--- config.mk ---
export PLATFORM = sky130hd
export DESIGN_NAME = der_signature_to_compact
export DESIGN_NICKNAME = d
export VERILOG_FILES = /design/src/sv/der2c_pkg.sv /design/src/sv/der2c_front.sv /design/src/sv/der2c_cmdq.sv /design/src/sv/der2c_back.sv /design/src/sv/der_signature_to_compact.sv
export SDC_FILE = /design/constraint.sdc
export NUM_CORES = 1
export LEC_CHECK = 0
export BUFFER_PORTS_ARGS = -buffer_cell sky130_fd_sc_hd__clkbuf_2
export CAP_MARGIN = 20
export CORE_MARGIN = 5
export CORE_UTILIZATION = 42
export DETAILED_ROUTE_END_ITERATION = 10
export MAX_ROUTING_LAYER = met4
export PLACE_DENSITY = 0.69
export SLEW_MARGIN = 20
export SYNTH_ARGS = -nofsm -noshare
export SYNTH_HDL_FRONTEND = slang
export SYNTH_HIERARCHICAL = 1
export SYNTH_SLANG_ARGS = --single-unit
--- constraint.sdc ---
create_clock -name clk -period 5.7 [get_ports clk]
set_input_delay 1.14 -clock clk [delete_from_list [all_inputs] [get_ports clk]]
set_output_delay 1.14 -clock clk [all_outputs]
set_load 0.01 [all_outputs]
--- src/sv/der2c_pkg.sv ---
// ----------------------------------------------------------------------------
// der2c_pkg : shared types and constants for the DER to compact converter
// Phase codes, status codes, the command word passed from the parser to the
// expander, and the sizing constants that follow from the component length.
// ----------------------------------------------------------------------------
package der2c_pkg;

  // bytes of one compact component (r or s)
  localparam int PART_BYTES = 32;
  localparam logic [7:0] PART_LEN = 8'(PART_BYTES);
  // width of a padding count 0..PART_BYTES
  localparam int PAD_W = $clog2(PART_BYTES + 1);

  // command queue depth, a power of two
  localparam int Q_DEPTH = 4;
  localparam int Q_AW = $clog2(Q_DEPTH);
  localparam int Q_CW = Q_AW + 1;

  // parse phase, one-hot
  typedef enum logic [7:0] {
    PH_HTAG  = 8'b0000_0001,
    PH_HLEN  = 8'b0000_0010,
    PH_RTAG  = 8'b0000_0100,
    PH_RLEN  = 8'b0000_1000,
    PH_RDATA = 8'b0001_0000,
    PH_STAG  = 8'b0010_0000,
    PH_SLEN  = 8'b0100_0000,
    PH_SDATA = 8'b1000_0000
  } phase_t;

  typedef enum logic [1:0] {
    ST_OK       = 2'd0,
    ST_MISMATCH = 2'd1,
    ST_TOOLONG  = 2'd2,
    ST_TRUNC    = 2'd3
  } status_t;

  // everything one input byte causes: zeros, then a data byte, then a status
  typedef struct packed {
    logic [PAD_W-1:0] pad;
    logic             has_data;
    logic [7:0]       data;
    logic             has_status;
    status_t          status;
  } cmd_t;

endpackage

--- src/sv/der2c_front.sv ---
// ----------------------------------------------------------------------------
// der2c_front : DER parser
// Tracks the phase and lengths of the signature and turns each accepted byte
// into one command word for the expander.
// ----------------------------------------------------------------------------
module der2c_front (
  input  logic              clk,
  input  logic              rst_n,
  input  logic              acc,
  input  logic [7:0]        in_byte,
  input  logic              in_first,
  input  logic              in_last,
  output der2c_pkg::cmd_t   cmd,
  output logic              cmd_valid
);

  der2c_pkg::phase_t phase_r, phase_nxt, ph;
  logic [7:0] hlen_r, hlen_nxt, hl;
  logic [7:0] rlen_r, rlen_nxt, rl;
  logic [7:0] slen_r, slen_nxt, sl;
  logic [7:0] left_r, left_nxt, lf;
  logic       toolong_r, toolong_nxt, tl;
  logic [9:0] len_sum;
  logic [7:0] pad_full;

  always_comb begin
    // a first byte restarts from the reset state
    ph = in_first ? der2c_pkg::PH_HTAG : phase_r;
    hl = in_first ? 8'd0 : hlen_r;
    rl = in_first ? 8'd0 : rlen_r;
    sl = in_first ? 8'd0 : slen_r;
    lf = in_first ? 8'd0 : left_r;
    tl = in_first ? 1'b0 : toolong_r;

    phase_nxt   = ph;
    hlen_nxt    = hl;
    rlen_nxt    = rl;
    slen_nxt    = sl;
    left_nxt    = lf;
    toolong_nxt = tl;
    cmd         = '0;
    cmd.status  = der2c_pkg::ST_OK;
    pad_full    = der2c_pkg::PART_LEN - in_byte;

    case (ph)
      der2c_pkg::PH_HTAG: begin
        phase_nxt = der2c_pkg::PH_HLEN;
      end
      der2c_pkg::PH_HLEN: begin
        hlen_nxt  = in_byte;
        phase_nxt = der2c_pkg::PH_RTAG;
      end
      der2c_pkg::PH_RTAG: begin
        phase_nxt = der2c_pkg::PH_RLEN;
      end
      der2c_pkg::PH_RLEN: begin
        rlen_nxt = in_byte;
        left_nxt = in_byte;
        if (in_byte <= der2c_pkg::PART_LEN) begin
          cmd.pad = pad_full[der2c_pkg::PAD_W-1:0];
        end
        phase_nxt = (in_byte == 8'd0) ? der2c_pkg::PH_STAG : der2c_pkg::PH_RDATA;
      end
      der2c_pkg::PH_RDATA, der2c_pkg::PH_SDATA: begin
        if (ph == der2c_pkg::PH_RDATA || lf != 8'd0) begin
          // excess leading bytes are dropped and must be zero
          if (lf > der2c_pkg::PART_LEN) begin
            if (in_byte != 8'd0) begin
              toolong_nxt = 1'b1;
            end
          end else begin
            cmd.has_data = 1'b1;
            cmd.data     = in_byte;
          end
          left_nxt = lf - 8'd1;
          if (ph == der2c_pkg::PH_RDATA && lf == 8'd1) begin
            phase_nxt = der2c_pkg::PH_STAG;
          end
        end
      end
      der2c_pkg::PH_STAG: begin
        phase_nxt = der2c_pkg::PH_SLEN;
      end
      der2c_pkg::PH_SLEN: begin
        slen_nxt = in_byte;
        left_nxt = in_byte;
        if (in_byte <= der2c_pkg::PART_LEN) begin
          cmd.pad = pad_full[der2c_pkg::PAD_W-1:0];
        end
        phase_nxt = der2c_pkg::PH_SDATA;
      end
      default: begin
        phase_nxt = der2c_pkg::PH_HTAG;
      end
    endcase

    // status on the last byte; header mismatch wins over the rest
    len_sum = 10'd4 + {2'b00, rlen_nxt} + {2'b00, slen_nxt};
    if (in_last) begin
      cmd.has_status = 1'b1;
      if (phase_nxt == der2c_pkg::PH_SDATA && {2'b00, hlen_nxt} != len_sum) begin
        cmd.status = der2c_pkg::ST_MISMATCH;
      end else if (toolong_nxt) begin
        cmd.status = der2c_pkg::ST_TOOLONG;
      end else if (phase_nxt != der2c_pkg::PH_SDATA || left_nxt != 8'd0) begin
        cmd.status = der2c_pkg::ST_TRUNC;
      end else begin
        cmd.status = der2c_pkg::ST_OK;
      end
      phase_nxt   = der2c_pkg::PH_HTAG;
      hlen_nxt    = 8'd0;
      rlen_nxt    = 8'd0;
      slen_nxt    = 8'd0;
      left_nxt    = 8'd0;
      toolong_nxt = 1'b0;
    end
  end

  assign cmd_valid = (cmd.pad != '0) || cmd.has_data || cmd.has_status;

  always_ff @(posedge clk) begin
    if (!rst_n) begin
      phase_r   <= der2c_pkg::PH_HTAG;
      hlen_r    <= 8'd0;
      rlen_r    <= 8'd0;
      slen_r    <= 8'd0;
      left_r    <= 8'd0;
      toolong_r <= 1'b0;
    end else if (acc) begin
      phase_r   <= phase_nxt;
      hlen_r    <= hlen_nxt;
      rlen_r    <= rlen_nxt;
      slen_r    <= slen_nxt;
      left_r    <= left_nxt;
      toolong_r <= toolong_nxt;
    end
  end

  // a last byte always leaves the parser back at the header tag
  a_last_restarts: assert property (@(posedge clk) disable iff (!rst_n)
    acc && in_last |=> phase_r == der2c_pkg::PH_HTAG)
    else $error("parser not restarted after last byte");

  // every last byte yields a status command
  a_last_has_status: assert property (@(posedge clk) disable iff (!rst_n)
    in_last |-> cmd_valid && cmd.has_status)
    else $error("last byte without status");

  // the parser never sits in the r data phase with nothing left to take
  a_rdata_left: assert property (@(posedge clk) disable iff (!rst_n)
    phase_r == der2c_pkg::PH_RDATA |-> left_r != 8'd0)
    else $error("r data phase with empty count");

endmodule

--- src/sv/der2c_cmdq.sv ---
// ----------------------------------------------------------------------------
// der2c_cmdq : command queue
// Short first-in first-out store of command words between parser and
// expander, so that each side can stall on its own.
// ----------------------------------------------------------------------------
module der2c_cmdq (
  input  logic            clk,
  input  logic            rst_n,
  input  logic            wr_en,
  input  der2c_pkg::cmd_t wr_cmd,
  input  logic            rd_en,
  output der2c_pkg::cmd_t rd_cmd,
  output logic            q_full,
  output logic            q_empty
);

  der2c_pkg::cmd_t               store_r [der2c_pkg::Q_DEPTH];
  logic [der2c_pkg::Q_AW-1:0]    wr_ptr_r;
  logic [der2c_pkg::Q_AW-1:0]    rd_ptr_r;
  logic [der2c_pkg::Q_CW-1:0]    cnt_r;
  logic                          do_wr, do_rd;

  assign q_full  = (cnt_r == der2c_pkg::Q_CW'(der2c_pkg::Q_DEPTH));
  assign q_empty = (cnt_r == '0);
  assign do_wr   = wr_en && !q_full;
  assign do_rd   = rd_en && !q_empty;
  assign rd_cmd  = store_r[rd_ptr_r];

  always_ff @(posedge clk) begin
    if (do_wr) begin
      store_r[wr_ptr_r] <= wr_cmd;
    end
  end

  always_ff @(posedge clk) begin
    if (!rst_n) begin
      wr_ptr_r <= '0;
      rd_ptr_r <= '0;
      cnt_r    <= '0;
    end else begin
      if (do_wr) begin
        wr_ptr_r <= wr_ptr_r + 1'b1;
      end
      if (do_rd) begin
        rd_ptr_r <= rd_ptr_r + 1'b1;
      end
      case ({do_wr, do_rd})
        2'b10:   cnt_r <= cnt_r + 1'b1;
        2'b01:   cnt_r <= cnt_r - 1'b1;
        default: cnt_r <= cnt_r;
      endcase
    end
  end

  // fill level agrees with the pointers
  a_cnt_ptrs: assert property (@(posedge clk) disable iff (!rst_n)
    cnt_r[der2c_pkg::Q_AW-1:0] == der2c_pkg::Q_AW'(wr_ptr_r - rd_ptr_r))
    else $error("queue count out of step with pointers");

  // a write without a read raises the level by one
  a_cnt_up: assert property (@(posedge clk) disable iff (!rst_n)
    do_wr && !do_rd |=> cnt_r == $past(cnt_r) + 1'b1)
    else $error("queue count not raised");

  a_cnt_max: assert property (@(posedge clk) disable iff (!rst_n)
    cnt_r <= der2c_pkg::Q_CW'(der2c_pkg::Q_DEPTH))
    else $error("queue overfilled");

endmodule

--- src/sv/der2c_back.sv ---
// ----------------------------------------------------------------------------
// der2c_back : result expander
// Holds one command word and hands it out as result words: padding zeros,
// then the data byte, then the status, one word per pop.
// ----------------------------------------------------------------------------
module der2c_back (
  input  logic            clk,
  input  logic            rst_n,
  input  der2c_pkg::cmd_t q_cmd,
  input  logic            q_empty,
  output logic            q_pop,
  input  logic            pop,
  output logic            empty,
  output logic [7:0]      out_byte,
  output logic            out_is_status,
  output logic [1:0]      out_status,
  output logic            out_end_of_run
);

  der2c_pkg::cmd_t cur_r;
  logic            busy_r;
  logic            pad_zero, last_word, adv, load;

  assign pad_zero  = (cur_r.pad == '0);
  assign last_word = (cur_r.pad == der2c_pkg::PAD_W'(1) && !cur_r.has_data
                      && !cur_r.has_status)
                  || (pad_zero && cur_r.has_data && !cur_r.has_status)
                  || (pad_zero && !cur_r.has_data && cur_r.has_status);
  assign adv   = busy_r && pop;
  assign load  = !busy_r || (adv && last_word);
  assign q_pop = load && !q_empty;

  always_ff @(posedge clk) begin
    if (!rst_n) begin
      busy_r <= 1'b0;
      cur_r  <= '0;
    end else if (load) begin
      busy_r <= !q_empty;
      if (!q_empty) begin
        cur_r <= q_cmd;
      end
    end else if (adv) begin
      if (!pad_zero) begin
        cur_r.pad <= cur_r.pad - 1'b1;
      end else if (cur_r.has_data) begin
        cur_r.has_data <= 1'b0;
      end else begin
        cur_r.has_status <= 1'b0;
      end
    end
  end

  assign empty          = !busy_r;
  assign out_byte       = (pad_zero && cur_r.has_data) ? cur_r.data : 8'd0;
  assign out_is_status  = pad_zero && !cur_r.has_data && cur_r.has_status;
  assign out_status     = out_is_status ? cur_r.status : der2c_pkg::ST_OK;
  assign out_end_of_run = last_word;

  // a status word always closes its run
  a_status_ends: assert property (@(posedge clk) disable iff (!rst_n)
    !empty && out_is_status |-> out_end_of_run)
    else $error("status word not at end of run");

  // words of one run follow without a gap
  a_run_holds: assert property (@(posedge clk) disable iff (!rst_n)
    pop && !empty && !out_end_of_run |=> !empty)
    else $error("run broken before its end");

  // a held word never carries nothing
  a_busy_work: assert property (@(posedge clk) disable iff (!rst_n)
    busy_r |-> !pad_zero || cur_r.has_data || cur_r.has_status)
    else $error("expander holds an empty command");

endmodule

--- src/sv/der_signature_to_compact.sv ---
// ----------------------------------------------------------------------------
// der_signature_to_compact : DER ECDSA signature to 64-byte compact form
// Parses a DER signature one byte per word and emits r then s, each
// left-padded with zeros to 32 bytes, followed by a status word.
// ----------------------------------------------------------------------------
//
//  channel  handshake      words carried
//  -------  -------------  -----------------------------------------------
//  input    push / full    in_byte, in_first_byte, in_last_byte
//  result   pop / empty    out_byte, out_is_status, out_status,
//                          out_end_of_run
//
// one input word is taken per cycle while the command queue (4 commands) has room
// a length byte can cause up to 32 padding words and a last byte one status word;
// results leave one word per popped cycle, so padding bursts fill the queue and stall input
// with the expander idle, a taken word is queued, then loaded to show its first result
// reset (rst_n low at a clock edge) empties the queue and restarts parsing
// a stalled pop leaves the result ports steady; input flows on until the queue is full
//
module der_signature_to_compact (
  input  logic       clk,
  input  logic       rst_n,
  // input channel
  input  logic       push,
  output logic       full,
  input  logic [7:0] in_byte,
  input  logic       in_first_byte,
  input  logic       in_last_byte,
  // result channel
  input  logic       pop,
  output logic       empty,
  output logic [7:0] out_byte,
  output logic       out_is_status,
  output logic [1:0] out_status,
  output logic       out_end_of_run
);

  der2c_pkg::cmd_t front_cmd;
  der2c_pkg::cmd_t head_cmd;
  logic            front_valid;
  logic            acc;
  logic            q_full, q_empty, q_pop;

  // a word is taken whenever the queue has room, even one that yields nothing
  assign full = q_full;
  assign acc  = push && !q_full;

  der2c_front u_front (
    .clk       (clk),
    .rst_n     (rst_n),
    .acc       (acc),
    .in_byte   (in_byte),
    .in_first  (in_first_byte),
    .in_last   (in_last_byte),
    .cmd       (front_cmd),
    .cmd_valid (front_valid)
  );

  // only words that produce results go into the queue
  der2c_cmdq u_cmdq (
    .clk     (clk),
    .rst_n   (rst_n),
    .wr_en   (acc && front_valid),
    .wr_cmd  (front_cmd),
    .rd_en   (q_pop),
    .rd_cmd  (head_cmd),
    .q_full  (q_full),
    .q_empty (q_empty)
  );

  der2c_back u_back (
    .clk            (clk),
    .rst_n          (rst_n),
    .q_cmd          (head_cmd),
    .q_empty        (q_empty),
    .q_pop          (q_pop),
    .pop            (pop),
    .empty          (empty),
    .out_byte       (out_byte),
    .out_is_status  (out_is_status),
    .out_status     (out_status),
    .out_end_of_run (out_end_of_run)
  );

endmodule
* Word-level counts from Yosys, hierarchy flattened
Memories as Yosys holds them, arrays and structs flattened. A register that Yosys moved wholly into a read port is not among the register bits.
Cells that the tools add are included.
** Storage, ports and cells
- Register bits :: 67
- Memory bits (writable) :: 72
- Logic and storage cells :: 140
- Memories kept :: 1
** Operators by class
- Add/sub/neg operators :: 9
- Magnitude comparators :: 2
- Eq/ne operators :: 19
- Mux-type cells :: 50
- Bitwise gates (word level) :: 1
- Reduce and logical (&&, ||, !) cells :: 43
** Memories
- u_cmdq.store_r :: depth 4, bits a word 18, read ports 1, clocked after memory_dff 1, write ports 1, RTL line der2c_cmdq.sv:17 : der2c_pkg::cmd_t store_r [der2c_pkg::Q_DEPTH];
** Operator list (number)
- two-way mux 8 bit :: 17
- one-hot mux 8 bit (7 select lines) :: 1
- two-way mux 9 bit :: 3
- two-way mux 6 bit :: 4
- nonzero test 8 bit :: 3
- two-way mux 18 bit :: 1
- == test 8 x 1 -> 1 bit (second input constant) :: 2
- == test 8 bit (second input constant) :: 2
- one-hot mux 8 bit (2 select lines) :: 1
- logical AND 1 bit :: 15
- two-way mux 7 bit :: 2
- two-way mux 1 bit :: 13
- two-way mux 2 bit :: 6
- adder 10 x 8 -> 10 bit :: 1
- inequality test 8 x 10 -> 1 bit :: 1
- adder 3 x 8 -> 9 bit (first input constant) :: 1
- == test 8 x 2 -> 1 bit (second input constant) :: 1
- == test 8 x 3 -> 1 bit (second input constant) :: 1
- == test 8 x 4 -> 1 bit (second input constant) :: 1
- == test 8 x 5 -> 1 bit (second input constant) :: 1
- == test 8 x 6 -> 1 bit (second input constant) :: 1
- == test 8 x 7 -> 1 bit (second input constant) :: 1
- > comparator 8 x 6 -> 1 bit (second input constant) :: 1
- less-or-equal comparator 8 x 6 -> 1 bit (second input constant) :: 1
- other kinds (26) :: 43

* Logic depth before layout (Yosys ltp)
Gate-level depths: netlist of the first run.
- Depth after elaboration :: 17
- Mapped depth :: 20

* Cells and area by module
The synthesis of the first run kept the hierarchy.
** By module, submodules not included
- der2c_front :: times used 1, cells each 429, area each 3429.5 um^2
- der2c_cmdq :: times used 1, cells each 148, area each 3103.0 um^2
- der2c_back :: times used 1, cells each 123, area each 1084.8 um^2
- der_signature_to_compact :: times used 1, cells each 2, area each 15.0 um^2

* Worst setup path before layout of the first run
No wires, ideal clock.
- Path kind :: input to register
- Start :: input port in_first_byte
- End :: memory u_cmdq/store_r[0][1] (netlist name), data pin
- Setup time :: 0.217 ns
- Arrival time :: 4.560 ns
- Data required time :: 5.483 ns
- Setup slack :: 0.923 ns
- Stages :: 17
- Path buffers :: 3
- Path through :: buf_6 nor4_1 nand4b_1 clkbuf_1 clkbuf_1 a31o_2 ha_1 ha_1 inv_1 fa_1 nand2b_1 a21oi_1 o22ai_1 xnor3_1 nand2_1 o31a_1 a211oi_1
** RTL lines
- from (decl) :: RTL line der_signature_to_compact.sv:27 : input logic in_first_byte,
- to (decl) :: RTL line der2c_cmdq.sv:17

==> results of run 1 <==
[power by group through the flow]
stage | Combinational [mW] | Sequential (mW) | Clock [mW]
3_5_place_dp | 0.472 | 1.19 | 0
2_1_floorplan | 0.401 | 1.17 | 0
4_1_cts | 0.476 | 1.17 | 1.07
6_report | 0.474 | 1.17 | 1.04
5_1_grt | 0.531 | 1.18 | 1.12
3_3_place_gp | 0.470 | 1.19 | 0
[flip-flops by register name (all words and copies together), names as in the netlist, named ones only]
name and count:
u_cmdq/store_r 72, u_back/cur_r 18, u_front/hlen_r 8, u_front/left_r 8, u_front/phase_r 8, u_front/rlen_r 8, u_front/slen_r 8, u_cmdq/cnt_r 3
u_cmdq/rd_ptr_r 2, u_cmdq/wr_ptr_r 2, u_back/busy_r 1, u_front/toolong_r 1
[how the worst min path moves through the flow]
stage                                     from                              end  slack (ns)  cells after the start
2_1_floorplan     u_back/cur_r[0]$_SDFFE_PN0P_     u_back/cur_r[0]$_SDFFE_PN0P_        0.45                      2
3_3_place_gp      u_back/cur_r[3]$_SDFFE_PN0P_     u_back/cur_r[3]$_SDFFE_PN0P_        0.47                      2
3_5_place_dp   u_cmdq/rd_ptr_r[1]$_SDFFE_PN0P_  u_cmdq/rd_ptr_r[1]$_SDFFE_PN0P_        0.48                      2
4_1_cts        u_cmdq/rd_ptr_r[1]$_SDFFE_PN0P_                             flop        0.50                      2
5_1_grt        u_cmdq/rd_ptr_r[0]$_SDFFE_PN0P_  u_cmdq/rd_ptr_r[0]$_SDFFE_PN0P_        0.52                      2
6_report       u_cmdq/rd_ptr_r[1]$_SDFFE_PN0P_  u_cmdq/rd_ptr_r[1]$_SDFFE_PN0P_        0.49                      2
[area by class of cell]
cell class / count / area, sq um
Fill cell: 1625 / 9420
Multi-Input combinational cell: 490 / 3720
Sequential cell: 141 / 3540
Clock buffer: 20 / 468
Tap cell: 229 / 287
Timing Repair Buffer: 41 / 240
Inverter: 33 / 124
Clock inverter: 12 / 98.8
[placed cells by master (no fill, tap or decap), drive strengths merged, types with 16 or more instances in the layout]
cell type,n
ha,27
nor2b,38
mux4,18
and2,20
o21ai,20
inv,39
nand2,36
a22oi,30
edfxtp,72
mux2i,16
clkbuf,47
dfxtp,69
nor3,23
nor2,55
a21oi,27
[cell families (layout without fill, tap and decap cells)]
group	Yosys count	count (layout)	share of synthesized area, %
compound gates	157	157	15.1
xor+xnor	22	22	2.89
fa+ha+maj	29	29	4.95
buf+inv	71	106	4.77
flops	141	141	46.4
mux	35	35	7.56
simple gates	247	247	18.3
[per-layer routing]
layer  GRT usage [%]  share of wire (%)
met5               -                  0
met3            3.84                5.1
met1            22.2                 46
met2            26.7                 48
met4            4.47                1.1
[stage by stage]
step | setup WS (ns) | util, % | hold slack, ns
global route | 0.818 | 47.4 | 0.524
floorplan | 0.923 | - | 0.455
detailed placement | 0.725 | 44.2 | 0.483
global placement | 0.847 | 44.2 | 0.470
CTS | 1.16 | 47.4 | 0.497
finish | 1.07 | 47.4 | 0.491
[critical path: stages]
cell,delay (ns)
clkbuf_2,0.18
nor3_1,0.30
nand4_1,0.30
buf_4,0.29
a31oi_1,0.24
ha_1,0.30
fa_1,0.48
nand2b_1,0.19
a21oi_1,0.14
o22ai_1,0.13
xnor3_1,0.29
nand2_1,0.05
o31a_1,0.35
a211oi_1,0.40
==> qor.yml, run 1 <==
synth_top_area_share_pct: 28.3
fin_worst_skew_ns: 0.00919
critPathLaunchType: "input pin"
wire_per_inst_um: 17.0
routed_via_density: 5.66
track_usage_pct: 17.0
fin_tns_setup_ns: 0
final_hold_viol_count: 0
cts_tree: "done"
gp_congestion: 0.913
slew_viol_final: 0
yosys_warnings: 6
diodes: 0
cellLeakagePower_nw: 3.32
dieWidth_um: 145
peakVddDrop_v: 0.000315
port-buffer-count: 27
post_cts_buffers: 0
power_density_nw_per_um2: 317
arrival_ns: 4.80
drc: 0
end_kind: "flop"
placedCellCount: 934
fin_crit_ns: 4.63
rsz0062_at_grt: "no"
crit_type: "input pin to flop"
reg2reg_to: "u_cmdq/store_r[1][1]$_DFFE_PP_"
pwr-share-comb_pct: 17.7
yosys-top-cells-area: "edfxtp_1 28%, dfxtp_1 18%, mux4_2 5.3%"
grt_overflow: 0
ys_ff_latch: 141
dp_hpwl_um: 11300
worstMarginPinSlew_ns: 0.954
grt_pass1_vias: 5215
maxCapViolCount: 0
crit_fanout: 15
drive_above_1_share_pct: 17.2
final_nets: 767
htree_levels: 4
clock_latency_ns: 0.42
grt_max_degree: 57
synth_nets: 745
post_layout_nonfiller_instances: 966
area_growth_pct: 11.2
clk_pin_slew_ns: 0.06
async_reset_ff_share_pct: 0
syn_inst: 702
required_ns: 5.87
hold_buffers: 0
p_switching_uw: 771
dieHeight_um: 145
core-area_sq_um: 17900
cts_sinks: 141
start_util_pct: 42.6
detail-route-antenna-nets: 0
placed_area_sq_um: 7920
reg2reg_depth: 13
max_freq_mhz: 216
outcome: "finished clean"
fp-row-count: 49
cts_buffer_depth: 2
drt-initial-drc-count: 377
drt-total-wl_um: 16500
synth_area_leader_cell: "edfxtp_1"
cts_root_buffer: "clkbuf_16"
numCtsBuffers: 17
finalPower_mw: 2.69
relSlewSlack_pct: 35.8
synth-edff-count: 72
vias: 5465
ys_types: 80
dieArea_sq_um: 21000
regToRegStartpoint: "u_front/phase_r[7]$_SDFFE_PN0P_"
worstHoldPathType: "flop to flop"
cellInternalPower_mw: 1.92
cp-endpoint: "u_cmdq/store_r[1][1]$_DFFE_PP_"
synthMostInstantiatedCell: "edfxtp_1"
cts-resized-gates: 0
finalSetupViolCount: 0
grt_first_pass_wirelength_um: 27200
final_area_sq_um: 8490
syn_area_per_cell_sq_um: 10.9
reg2reg_setup_slack_ns: 1.53
synth_ff_type: "edfxtp_1"
antenna_found_initial: 0
yosysSeqAreaShare_pct: 46.4
drt_pass1_iterations: 5
netlist_area_sq_um: 7630
fin_crit_sh_pct: 81.2
synth_commonest_cells: "72 x edfxtp_1, 69 x dfxtp_1, 55 x nor2_1"
startpoint: "in_first_byte"
p_seq_share_pct: 43.5
ioPinCount: 28
p_sw_share_pct: 28.7
clockPowerShare_pct: 38.9
Power figures use the tool's default switching activity.
==> run 2, diff against run 1 <==
--- a/config.mk
+++ b/config.mk
@@ -11,7 +11,7 @@
 export CORE_UTILIZATION = 42
 export DETAILED_ROUTE_END_ITERATION = 10
 export MAX_ROUTING_LAYER = met4
-export PLACE_DENSITY = 0.69
+export PLACE_DENSITY = 0.71
 export SLEW_MARGIN = 20
 export SYNTH_ARGS = -nofsm -noshare
 export SYNTH_HDL_FRONTEND = slang
==> constraint.sdc (replaced) <==
create_clock -name clk -period 3.97 [get_ports clk]
set_input_delay 0.794 -clock clk [delete_from_list [all_inputs] [get_ports clk]]
set_output_delay 0.794 -clock clk [all_outputs]
set_load 0.01 [all_outputs]
==> qor.yml, run 2 (synthesized netlist as in run 1, its figures left out) <==
detail-route-antenna-nets: 0  # unchanged
cts_root_buffer: "clkbuf_16"
cts_tree: "done"
track_usage_pct: 18.5  # +1.5 points
outcome: "finished clean"
pwr-share-comb_pct: 17.9  # +0.2 points
crit_fanout: 22  # +7
grt_overflow: 0  # unchanged
drt-total-wl_um: 18000  # +9.4%
regToRegStartpoint: "u_front/phase_r[2]$_SDFFE_PN0P_"
cellLeakagePower_nw: 3.61  # +8.6%
rsz0062_at_grt: "no"
largest_reg_flops: 72  # unchanged
layout.cells.most_common_list: "72 x edfxtp_1, 69 x dfxtp_1, 59 x buf_4, 54 x nor2_1, 38 x nor2b_1"
dieArea_sq_um: 21000  # unchanged
fin_worst_skew_ns: 0.00964  # +0.000453 ns
ioPinCount: 28  # unchanged
reg2reg_setup_slack_ns: 0.21  # -1.32 ns
cts-resized-gates: 0  # unchanged
worstHoldPathType: "flop to flop"
routed_via_density: 5.64  # -0.23%
critPathLaunchType: "input pin"
placedCellCount: 981  # +5.0%
grt_max_degree: 56  # -1.8%
reg2reg_to: "u_cmdq/store_r[0][1]$_DFFE_PP_"
worstMarginPinSlew_ns: 0.963  # +0.00913 ns
p_sw_share_pct: 28.3  # -0.36 points
fin_crit_sh_pct: 94.7
power_density_nw_per_um2: 444  # +40%
cellInternalPower_mw: 2.88  # +50%
min_to: "u_cmdq/rd_ptr_r[1]$_SDFFE_PN0P_"
critPathSlowestCell: "ha_1"
peakVddDrop_v: 0.000325  # +3.2%
antenna_found_initial: 0  # unchanged
drive_above_1_share_pct: 24.6  # +7.4 points
core-area_sq_um: 17900  # unchanged
fill_cells: 1602  # -1.4%
slowest_delay_ns: 0.36  # -0.12 ns
max_freq_mhz: 266
hold_buffers: 0  # unchanged
area_growth_pct: 18.5
final_hold_viol_count: 0  # unchanged
slew_viol_final: 0  # unchanged
wire_per_inst_um: 17.8  # +4.4%
cts_sinks: 141  # unchanged
relSlewSlack_pct: 35.2  # -0.61 points
drt-initial-drc-count: 477  # +27%
final_common_cell: "edfxtp_1"
drc: 0  # unchanged
clock_latency_ns: 0.42  # about the same
largest_register: "u_cmdq/store_r"
crit_type: "input pin to flop"
drt_pass1_iterations: 5  # unchanged
cts_buffer_depth: 2  # unchanged
holdWs_ns: 0.488  # -0.00319 ns
end_kind: "flop"
dieWidth_um: 145  # unchanged
port-buffer-count: 27  # unchanged
post_cts_buffers: 0  # unchanged
clk_pin_slew_ns: 0.06  # about the same
clockPowerShare_pct: 40.1  # +1.2 points
worstPathCellList: "clkbuf_2 -> nor4_4 -> nand4b_1 -> buf_12 -> a31o_2 -> ha_1 -> ha_1 -> o21ai_0 -> a21oi_1 -> o2111ai_1 -> mux2i_1 -> nand3_1 -> o31a_1 -> a211oi_2"
start_util_pct: 42.6  # unchanged
htree_levels: 4  # unchanged
numCtsBuffers: 17  # unchanged
gp_congestion: 0.920  # +0.76%
whs_path_depth: 2  # unchanged
maxCapViolCount: 0  # unchanged
reg_top3: "u_cmdq/store_r x72, u_back/cur_r x18"
final_core_util_pct: 50.5  # +3.1 points
crit_path_frequent_cell: "ha_1"
p_switching_mw: 1.14  # +48%
final_nets: 814  # +6.1%
p_seq_share_pct: 42.0  # -1.5 points
finalSetupViolCount: 0  # unchanged
post_layout_nonfiller_instances: 1013  # +4.9%
vias: 5718  # +4.6%
arrival_ns: 3.97  # -0.83 ns
grt_pass1_vias: 5674  # +8.8%
grt_first_pass_wirelength_um: 29400  # +8.1%
reg2reg_depth: 15  # +2
diodes: 0  # unchanged
hold_path.startpoint: "u_cmdq/rd_ptr_r[1]$_SDFFE_PN0P_"
dp_hpwl_um: 12500  # +10%
fp-row-count: 49  # unchanged
fin_crit_ns: 3.76
dieHeight_um: 145  # unchanged
required_ns: 4.18  # -1.69 ns
==> run 2: per-stage QoR <==
| step | setup TNS [ns] | power, mW | worst slack (ns) | cell area (sq um) |
|---|---|---|---|---|
| 6_report | 0 | 4.02 | 0.209 | 9050 |
| 3_3_place_gp | -0.162 | 2.42 | -0.0278 | 8440 |
| 2_1_floorplan | -0.412 | 2.27 | -0.0628 | 7810 |
| 5_1_grt | 0 | 4.23 | 0.00636 | 9050 |
| 4_1_cts | 0 | 4.05 | 0.244 | 9050 |
| 3_5_place_dp | -1.20 | 2.43 | -0.160 | 8440 |
==> run 2: how the worst max path moves through the flow <==
stage	depth (start not counted)	slack (ns)	to	start
global placement	15	-0.03	u_cmdq/store_r[2][1]$_DFFE_PP_	in_first_byte
detailed placement	16	-0.16	u_cmdq/store_r[0][1]$_DFFE_PP_	in_first_byte
CTS	15	0.24	u_cmdq/store_r[0][1]$_DFFE_PP_	u_front/phase_r[2]$_SDFFE_PN0P_
finish	14	0.21	u_cmdq/store_r[0][1]$_DFFE_PP_	in_first_byte
global route	15	0.006	u_cmdq/store_r[0][1]$_DFFE_PP_	u_front/phase_r[2]$_SDFFE_PN0P_
floorplan	17	-0.06	u_cmdq/store_r[0][0]$_DFFE_PP_	in_first_byte
==> run 2: worst max-delay path: cells and delay by family <==
kind / cells / cell delay [ns]
AOI/OAI and AO/OA: 6 / 1.49
adders and majority gates: 2 / 0.65
buffers and inverters: 2 / 0.33
muxes: 1 / 0.16
and+or+nand+nor: 3 / 0.53
==> run 2: final cells by class <==
cell class | instances | area [sq um] | area share (%)
multi-input cells | 490 | 3860 | 42.7
flip-flops and latches | 141 | 3540 | 39.2
repair buffers | 88 | 618 | 6.83
clock buffers | 20 | 489 | 5.41
well taps | 229 | 287 | 3.17
inverters | 33 | 126 | 1.40
clock inverters | 12 | 120 | 1.33
==> run 2: power groups by stage <==
stage,logic (mW),clock network [mW],registers (mW)
CTS,0.720,1.65,1.69
floorplan,0.585,0,1.68
global route,0.797,1.73,1.70
finish,0.721,1.61,1.69
global placement,0.703,0,1.71
detailed placement,0.713,0,1.72
==> run 2: layer usage <==
layer / track usage, % / up-vias / share of wire, %
met3: 3.98 / 33 / 4.6
met4: 5.55 / 0 / 2.1
met2: 30.2 / 162 / 48
met1: 23.2 / 2769 / 45
met5: - / - / 0
li1: - / 2754 / -
